<file path="src/rtl/core/running_median_window_core_assert.svh">
// assertion macros shared by the running median window rtl
`ifndef RUNNING_MEDIAN_WINDOW_CORE_ASSERT_SVH
`define RUNNING_MEDIAN_WINDOW_CORE_ASSERT_SVH

// same-cycle implication, checked on every rising clock edge out of reset
`define RMW_ASSERT_IMP(label, ante, cons) \
  label: assert property (@(posedge clk) disable iff (rst) (ante) |-> (cons)) \
    else $error("running median window: same-cycle check failed");

// next-cycle implication, checked on every rising clock edge out of reset
`define RMW_ASSERT_NEXT(label, ante, cons) \
  label: assert property (@(posedge clk) disable iff (rst) (ante) |=> (cons)) \
    else $error("running median window: next-cycle check failed");

`endif

</file>
<file path="src/rtl/core/rmw_pkg.sv">
// shared types and constants of the running median window
package rmw_pkg;

  // window size register
  localparam int CFG_W = 6;
  localparam logic [CFG_W-1:0] CFG_RESET = 6'd3;

  // defaults for the top level parameters
  localparam int DEF_MAX_WINDOW  = 32;
  localparam int DEF_SAMPLE_BITS = 16;

  // control of the window store for one cycle
  typedef struct packed {
    logic wr_en;
    logic rd_en;
    logic clear;
  } rmw_mem_ctl_t;

endpackage

</file>
<file path="src/rtl/core/rmw_store.sv">
// window store: one write and one registered read per cycle, valid bit per entry
module rmw_store
  import rmw_pkg::*;
#(
  parameter int DEPTH  = DEF_MAX_WINDOW,
  parameter int DATA_W = DEF_SAMPLE_BITS,
  parameter int IDX_W  = (DEPTH > 1) ? $clog2(DEPTH) : 1
) (
  input  logic                     clk,
  input  logic                     rst,
  input  rmw_mem_ctl_t             ctl,
  input  logic [IDX_W-1:0]         waddr,
  input  logic signed [DATA_W-1:0] wdata,
  input  logic [IDX_W-1:0]         raddr,
  output logic signed [DATA_W-1:0] rdata
);

  logic signed [DATA_W-1:0] mem [DEPTH];
  logic [DEPTH-1:0]         valid;
  logic signed [DATA_W-1:0] rdata_q;
  logic                     rvalid_q;

  // memory array write and registered read
  always_ff @(posedge clk) begin
    if (ctl.wr_en) begin
      mem[waddr] <= wdata;
    end
    if (ctl.rd_en) begin
      rdata_q <= mem[raddr];
    end
  end

  // per-entry valid bits, an entry never written reads as zero
  always_ff @(posedge clk) begin
    if (rst || ctl.clear) begin
      valid    <= '0;
      rvalid_q <= 1'b0;
    end else begin
      if (ctl.wr_en) begin
        valid[waddr] <= 1'b1;
      end
      if (ctl.rd_en) begin
        rvalid_q <= valid[raddr];
      end
    end
  end

  assign rdata = rvalid_q ? rdata_q : '0;

endmodule

</file>
<file path="src/rtl/core/rmw_swap_unit.sv">
// shared compare and select unit for one bubble step
module rmw_swap_unit
  import rmw_pkg::*;
#(
  parameter int DATA_W = DEF_SAMPLE_BITS
) (
  input  logic signed [DATA_W-1:0] carry,
  input  logic signed [DATA_W-1:0] nb,
  input  logic                     up,
  output logic                     move,
  output logic signed [DATA_W-1:0] wr_val,
  output logic signed [DATA_W-1:0] carry_next
);

  logic signed [DATA_W-1:0] op_a;
  logic signed [DATA_W-1:0] op_b;

  // one strict comparator, operands swapped for the downward pass
  assign op_a = up ? carry : nb;
  assign op_b = up ? nb : carry;
  assign move = op_a > op_b;

  // the neighbour drops into the slot when the carried value keeps moving
  assign wr_val     = move ? nb : carry;
  assign carry_next = move ? carry : nb;

endmodule

</file>
<file path="src/rtl/core/running_median_window_core.sv">
// running median window: sequencer, window size register and output stage
//
// Each sample is written into a nearly sorted window at the write position,
// then one bubble pass (up or down, chosen by the slot's neighbours) walks
// from that slot to the end of the window, one compare and one store write
// per cycle, and the entry at index size/2 is returned as the median. An
// item passes through the probe state, a decide state in a larger window,
// the step and last states as a pass needs them, and the median read and
// result states; a new sample is taken only once the previous median is in
// the output register, and a pass uses the single compare unit and the
// one-write one-read window store. A write of window_size clears the store
// and the write position at once (per-entry valid bits), with no clearing
// pass, and takes precedence over a sample offered in the same cycle; a
// size of 0 acts as 1 and a size above MAX_WINDOW acts as MAX_WINDOW.
`include "running_median_window_core_assert.svh"

module running_median_window_core
  import rmw_pkg::*;
#(
  parameter int MAX_WINDOW  = DEF_MAX_WINDOW,
  parameter int SAMPLE_BITS = DEF_SAMPLE_BITS,
  parameter int TDATA_W     = ((SAMPLE_BITS + 7) / 8) * 8
) (
  input  logic               clk,
  input  logic               rst,
  // input samples
  input  logic               s_axis_tvalid,
  output logic               s_axis_tready,
  input  logic [TDATA_W-1:0] s_axis_tdata,   // [SAMPLE_BITS-1:0] sample
  // medians
  output logic               m_axis_tvalid,
  input  logic               m_axis_tready,
  output logic [TDATA_W-1:0] m_axis_tdata,   // [SAMPLE_BITS-1:0] median
  // window size register
  input  logic               cfg_valid,
  output logic               cfg_ready,
  input  logic [CFG_W-1:0]   cfg_data
);

  localparam int IDX_W = (MAX_WINDOW > 1) ? $clog2(MAX_WINDOW) : 1;
  localparam int CNT_W = $clog2(MAX_WINDOW + 1);
  localparam int CMP_W = (CNT_W > CFG_W) ? CNT_W : CFG_W;

  localparam logic [2:0] S_IDLE   = 3'd0;
  localparam logic [2:0] S_PROBE  = 3'd1;
  localparam logic [2:0] S_DEC_UP = 3'd2;
  localparam logic [2:0] S_DEC_DN = 3'd3;
  localparam logic [2:0] S_STEP   = 3'd4;
  localparam logic [2:0] S_LAST   = 3'd5;
  localparam logic [2:0] S_MED    = 3'd6;
  localparam logic [2:0] S_RES    = 3'd7;

  logic [2:0]                    state, state_next;
  logic [CFG_W-1:0]              window_size;
  logic [IDX_W-1:0]              wpos;
  logic [CNT_W-1:0]              n_q;
  logic [IDX_W-1:0]              pos, pos_next;
  logic signed [SAMPLE_BITS-1:0] sample_q;
  logic signed [SAMPLE_BITS-1:0] carry, carry_next;
  logic                          dir_up, dir_up_next;
  logic signed [SAMPLE_BITS-1:0] median_q;
  logic                          out_valid;

  logic                          in_acc;
  logic                          cfg_acc;
  logic                          out_free;
  logic [CMP_W-1:0]              ws_ext;
  logic [CMP_W-1:0]              eff_ext;
  logic [CNT_W-1:0]              n_eff;
  logic [IDX_W-1:0]              p_start;
  logic [CNT_W-1:0]              p_inc;
  logic [CNT_W:0]                pos_p1, pos_p2, n_w;
  logic                          has_up, has_up2;

  rmw_mem_ctl_t                  mem_ctl;
  logic [IDX_W-1:0]              waddr, raddr;
  logic signed [SAMPLE_BITS-1:0] wdata, rdata;

  logic                          unit_up, unit_move;
  logic signed [SAMPLE_BITS-1:0] unit_wr, unit_carry;
  logic                          do_step, step_up;

  // handshakes, a size write wins over a sample in the same cycle
  assign in_acc        = s_axis_tvalid && s_axis_tready;
  assign cfg_acc       = cfg_valid && cfg_ready;
  assign s_axis_tready = (state == S_IDLE) && !cfg_valid;
  assign cfg_ready     = (state == S_IDLE);
  assign out_free      = !out_valid || m_axis_tready;

  // effective window size and start slot
  assign ws_ext  = CMP_W'(window_size);
  assign eff_ext = (window_size == '0) ? CMP_W'(1) :
                   ((ws_ext > CMP_W'(MAX_WINDOW)) ? CMP_W'(MAX_WINDOW) : ws_ext);
  assign n_eff   = eff_ext[CNT_W-1:0];
  assign p_start = (CNT_W'(wpos) >= n_eff) ? '0 : wpos;
  assign p_inc   = CNT_W'(p_start) + CNT_W'(1);

  // neighbour bounds for the current slot
  assign pos_p1  = (CNT_W+1)'(pos) + (CNT_W+1)'(1);
  assign pos_p2  = (CNT_W+1)'(pos) + (CNT_W+1)'(2);
  assign n_w     = (CNT_W+1)'(n_q);
  assign has_up  = pos_p1 < n_w;
  assign has_up2 = pos_p2 < n_w;

  // shared compare unit
  assign unit_up = (state == S_STEP) ? dir_up : (state != S_DEC_DN);
  assign do_step = (state == S_STEP) ||
                   (((state == S_DEC_UP) || (state == S_DEC_DN)) && unit_move);
  assign step_up = unit_up;

  rmw_swap_unit #(
    .DATA_W(SAMPLE_BITS)
  ) u_swap (
    .carry     (carry),
    .nb        (rdata),
    .up        (unit_up),
    .move      (unit_move),
    .wr_val    (unit_wr),
    .carry_next(unit_carry)
  );

  // sequencer
  always_comb begin
    state_next    = state;
    pos_next      = pos;
    carry_next    = carry;
    dir_up_next   = dir_up;
    mem_ctl.wr_en = 1'b0;
    mem_ctl.rd_en = 1'b0;
    mem_ctl.clear = cfg_acc;
    waddr         = pos;
    wdata         = carry;
    raddr         = IDX_W'(pos_p1);
    case (state)
      S_IDLE: begin
        if (in_acc) begin
          state_next = S_PROBE;
          pos_next   = p_start;
          carry_next = $signed(s_axis_tdata[SAMPLE_BITS-1:0]);
        end
      end
      S_PROBE: begin
        mem_ctl.wr_en = 1'b1;
        wdata         = sample_q;
        if (has_up) begin
          mem_ctl.rd_en = 1'b1;
          raddr         = IDX_W'(pos_p1);
          state_next    = S_DEC_UP;
        end else if (pos != '0) begin
          mem_ctl.rd_en = 1'b1;
          raddr         = pos - IDX_W'(1);
          state_next    = S_DEC_DN;
        end else begin
          state_next = S_MED;
        end
      end
      S_DEC_UP, S_DEC_DN, S_STEP: begin
        if (do_step) begin
          mem_ctl.wr_en = 1'b1;
          wdata         = unit_wr;
          carry_next    = unit_carry;
          dir_up_next   = step_up;
          if (step_up) begin
            pos_next = pos + IDX_W'(1);
            if (has_up2) begin
              mem_ctl.rd_en = 1'b1;
              raddr         = IDX_W'(pos_p2);
              state_next    = S_STEP;
            end else begin
              state_next = S_LAST;
            end
          end else begin
            pos_next = pos - IDX_W'(1);
            if (pos > IDX_W'(1)) begin
              mem_ctl.rd_en = 1'b1;
              raddr         = pos - IDX_W'(2);
              state_next    = S_STEP;
            end else begin
              state_next = S_LAST;
            end
          end
        end else if ((state == S_DEC_UP) && (pos != '0)) begin
          mem_ctl.rd_en = 1'b1;
          raddr         = pos - IDX_W'(1);
          state_next    = S_DEC_DN;
        end else begin
          state_next = S_MED;
        end
      end
      S_LAST: begin
        mem_ctl.wr_en = 1'b1;
        wdata         = carry;
        state_next    = S_MED;
      end
      S_MED: begin
        mem_ctl.rd_en = 1'b1;
        raddr         = IDX_W'(n_q >> 1);
        state_next    = S_RES;
      end
      S_RES: begin
        if (out_free) begin
          state_next = S_IDLE;
        end
      end
      default: begin
        state_next = S_IDLE;
      end
    endcase
  end

  rmw_store #(
    .DEPTH (MAX_WINDOW),
    .DATA_W(SAMPLE_BITS),
    .IDX_W (IDX_W)
  ) u_store (
    .clk  (clk),
    .rst  (rst),
    .ctl  (mem_ctl),
    .waddr(waddr),
    .wdata(wdata),
    .raddr(raddr),
    .rdata(rdata)
  );

  // control registers
  always_ff @(posedge clk) begin
    if (rst) begin
      state       <= S_IDLE;
      window_size <= CFG_RESET;
      wpos        <= '0;
      out_valid   <= 1'b0;
    end else begin
      state <= state_next;
      if (cfg_acc) begin
        window_size <= cfg_data;
        wpos        <= '0;
      end else if (in_acc) begin
        wpos <= (p_inc == n_eff) ? '0 : IDX_W'(p_inc);
      end
      if ((state == S_RES) && out_free) begin
        out_valid <= 1'b1;
      end else if (m_axis_tready) begin
        out_valid <= 1'b0;
      end
    end
  end

  // pass datapath registers
  always_ff @(posedge clk) begin
    pos    <= pos_next;
    carry  <= carry_next;
    dir_up <= dir_up_next;
    if (in_acc) begin
      sample_q <= $signed(s_axis_tdata[SAMPLE_BITS-1:0]);
      n_q      <= n_eff;
    end
    if ((state == S_RES) && out_free) begin
      median_q <= rdata;
    end
  end

  // output beat
  assign m_axis_tvalid = out_valid;
  assign m_axis_tdata  = TDATA_W'($unsigned(median_q));

  `RMW_ASSERT_NEXT(a_busy_after_accept, in_acc, !s_axis_tready)
  `RMW_ASSERT_IMP(a_step_in_window, state == S_STEP, CNT_W'(pos) < n_q)
  `RMW_ASSERT_IMP(a_wpos_in_window, state != S_IDLE, CNT_W'(wpos) < n_q)
  `RMW_ASSERT_NEXT(a_result_loaded, (state == S_RES) && out_free, m_axis_tvalid && (state == S_IDLE))

endmodule
</file>
<file path="config.mk">
export PLATFORM = sky130hd
export DESIGN_NAME = running_median_window_core
export DESIGN_NICKNAME = d
export VERILOG_FILES = /design/src/rtl/core/rmw_pkg.sv /design/src/rtl/core/rmw_store.sv /design/src/rtl/core/rmw_swap_unit.sv /design/src/rtl/core/running_median_window_core.sv
export VERILOG_INCLUDE_DIRS = /design/src /design/src/rtl/core
export SDC_FILE = /design/constraint.sdc
export NUM_CORES = 1
export LEC_CHECK = 0
export BUFFER_PORTS_ARGS = -buffer_cell sky130_fd_sc_hd__buf_4
export CAP_MARGIN = 10
export CELL_PAD_IN_SITES_DETAIL_PLACEMENT = 0
export CELL_PAD_IN_SITES_GLOBAL_PLACEMENT = 1
export CORE_MARGIN = 4
export CORE_UTILIZATION = 45
export DETAILED_ROUTE_END_ITERATION = 10
export GPL_ROUTABILITY_DRIVEN = 1
export GPL_TIMING_DRIVEN = 0
export MAX_ROUTING_LAYER = met4
export PLACE_DENSITY = 0.73
export RECOVER_POWER = 25
export SKIP_LAST_GASP = 1
export SLEW_MARGIN = 20
export SYNTH_ARGS = -nofsm -noshare
export SYNTH_HDL_FRONTEND = slang
export SYNTH_SLANG_ARGS = --single-unit
</file>
<file path="constraint.sdc">
create_clock -name clk -period 12.5 [get_ports clk]
set_input_delay 1.875 -clock clk [delete_from_list [all_inputs] [get_ports clk]]
set_output_delay 1.875 -clock clk [all_outputs]
set_load 0.02 [all_outputs]
</file>
==> out/qor.yml <==
logic_synthesis:
  ys_warn_count: 0
  postSynth.asyncResetShare: 0
  synth-seq-cells: 636
  synth-seq-area-share: 0.678
  synth_area_leader_cell: "edfxtp_1"
  syn_inst: 2124
  synthTopCellsByArea: "edfxtp_1, nand2_1, mux2i_1"
  synth_edf_count: 588
  ys_types: 84
  synth_nets: 2189
  synth_area_um2: 27500
  syn_avg_cell_area_um2: 12.9
  yosysTopAreaCellShare: 0.643
  ys.flop_type: "edfxtp_1"
setup_path:
  cp_max_fo: 10
  worstPathCellList: "nor2_1 -> nand2_1 -> o21ai_0 -> clkinv_1 -> clkbuf_1 -> clkbuf_1 -> clkbuf_1 -> nand2_1 -> o21ai_0 -> ha_1 -> nand4_1 -> a2111oi_0 -> and4bb_1 -> o21ai_0 -> and4_1 -> or2_1 -> buf_2 -> buf_2 -> clkbuf_1 -> nand2_1 -> nand3_1 -> nand3_1 -> a31oi_1 -> and3_1"
  cp.arrival_ns: 8.90
  startpoint_type: "flop"
  criticalPathCategory: "flop to flop"
  critPathCaptureType: "flop"
  critPathSlowestCell: "o21ai_0"
  required_ns: 12.92
  cp_common_cell: "clkbuf_1"
  slowest_delay_ns: 1.01
timing:
  slew-limit-headroom: -0.276
  setup-tns-final_ns: 0
  setup_viol: 0
  fmax_ghz: 0.118
  final_hold_viol_count: 0
  post-route-period-util: 0.678
  rsz0062_at_grt: "false"
  finalCriticalPeriod_ns: 8.48
  skew_ns: 0.0180
  worst_pin_slew_ns: 1.91
  drv_slew: 80
routing:
  firstDrtPassIters: 6
  post_drt_wl_per_cell_um: 24.6
  viasPerCell: 5.76
  routed_wl_um: 76500
  via_count: 17900
  drc_errors: 0
  drt_iter0_drc: 1855
  final_antenna_net_count: 0
cells_and_area:
  drive_above_1_share: 0.112
  area.growth.synth_to_final_pct: 13.7
  fillerInstances: 5203
  num-nets-final: 2338
  final_cell_mix: "edfxtp_1, nand2_1, nor2_1, clkbuf_1, nand3_1"
  final_cell_count_no_fill: 3109
  regArea_um2: 18600
  multi_input_area_um2: 8150
  layout_commonest_cell: "edfxtp_1"
run:
  maxCapViolCount: 3
clock_tree:
  clock_sinks: 636
  cts_root_buf: "clkbuf_16"
  cts_resized: 0
  holdBufCountCts: 0
  clock_latency_ns: 0.60
  clk_pin_slew_worst_paths_ns: 0.06
  clock_path_buffers: 3
  cts_buffers: 67
  tritoncts: "done"
  cts_setup_buffers: 0
  h-tree-depth: 3
grt:
  grt_overflow: 0
  grt_pass1_vias: 17200
  grt_usage: 0.243
  antenna_found_initial: 2
  grt_first_pass_wirelength_um: 113000
  grt_start_max_net_pins: 33
place:
  place_inst: 2986
  gp_congestion: 0.914
  hpwlAfterDp_um: 54100
  port_buffers: 45
floorplan:
  fp.dieW_um: 255
  coreArea_um2: 60400
  initial_core_util: 0.455
  io_pins: 46
  rows: 90
  dieArea_um2: 65100
  die_h_um: 255
run_status:
  violations: "capacitance limit, slew limit"
  status: "finished with violations"
worst_hold_path:
  hp-class: "flop to flop"
[area by class of cell]
| type | count | area share |
|---|---|---|
| Clock inverter | 31 | 0.00901 |
| Inverter | 39 | 0.00469 |
| Buffer | 126 | 0.0188 |
| Clock buffer | 90 | 0.0581 |
| Tap cell | 782 | 0.0313 |
| Antenna cell | 2 | 0.000160 |
| Timing Repair Buffer | 80 | 0.0212 |
| Sequential cell | 636 | 0.596 |
| Multi-Input combinational cell | 1323 | 0.261 |
[logic make-up after synthesis]
group / share of synthesized area
mux: 0.0661
xor+xnor: 0.00542
fa+ha+maj: 0.0177
simple gates: 0.127
compound gates: 0.0787
buf+inv: 0.0269
flops: 0.678
[routing by layer]
layer	GRT usage	vias to the layer above	share of wire	wire length (um)
met3	0.0396	116	0.072	5530
li1	-	8189	-	-
met2	0.372	675	0.46	35500
met5	-	-	0	0
met1	0.332	8940	0.43	32900
met4	0.0879	0	0.033	2530
[through the flow]
stage | worst slack, ns | instance area (um^2) | utilization | hold slack [ns]
after floorplan | 7.37 | 27500 | - | 0.432
after global placement | 5.36 | 28800 | 0.477 | 0.447
after detailed placement | 5.46 | 29400 | 0.487 | 0.450
after CTS | 5.48 | 31500 | 0.522 | 0.463
after global routing | 3.47 | 31200 | 0.518 | 0.488
final | 4.02 | 31200 | 0.518 | 0.462
[Yosys cell counts (all sizes together) (7+ instances only)]
cell    instances
a211o          20
a211oi         27
a21o            9
a21oi          47
a22oi          16
a311o          17
a31oi          19
and2            7
and3           40
buf            63
clkbuf         63
dfxtp          48
edfxtp        588
ha             38
inv            39
mux2           21
mux2i         120
mux4           16
nand2         362
nand2b         15
nand3         129
nor2          205
nor2b           7
nor3            7
o211ai         20
o21ai          65
o22ai          24
xnor2          10
xor2            7
[critical path, delay by kind of cell (launching register included)]
family	cells	cell delay, ns
AO/OA/AOI/OAI	5	2.95
adder cells (fa/ha/maj)	1	0.34
buffers and inverters	7	2.33
flip-flops	1	0.36
AND/OR/NAND/NOR	11	2.31
[state kept, by name, indices dropped and copies added (netlist names), 3 cells and up]
register and cells:
window_size 6, carry 16, wpos 5, m_axis_tdata 16
u_store.mem 512, u_store.rdata_q 16, n_q 6, u_store.valid 32
sample_q 16, state 3, pos 5
[worst paths after layout]
check	start	end	slack, ns	cells after the start
max	state[1]$_SDFFE_PP0P_	u_store.rdata_q[8]$_DFFE_PP_	4.02	24
min	window_size[0]$_SDFFE_PP1P_	window_size[0]$_SDFFE_PP1P_	0.46	1
max reg2reg	state[1]$_SDFFE_PP0P_	u_store.rdata_q[8]$_DFFE_PP_	4.02	24
min reg2reg	window_size[0]$_SDFFE_PP1P_	window_size[0]$_SDFFE_PP1P_	0.46	1
Power is not shown: default switching activity piles up to over one toggle a cycle in this logic, so the estimate is an artifact.
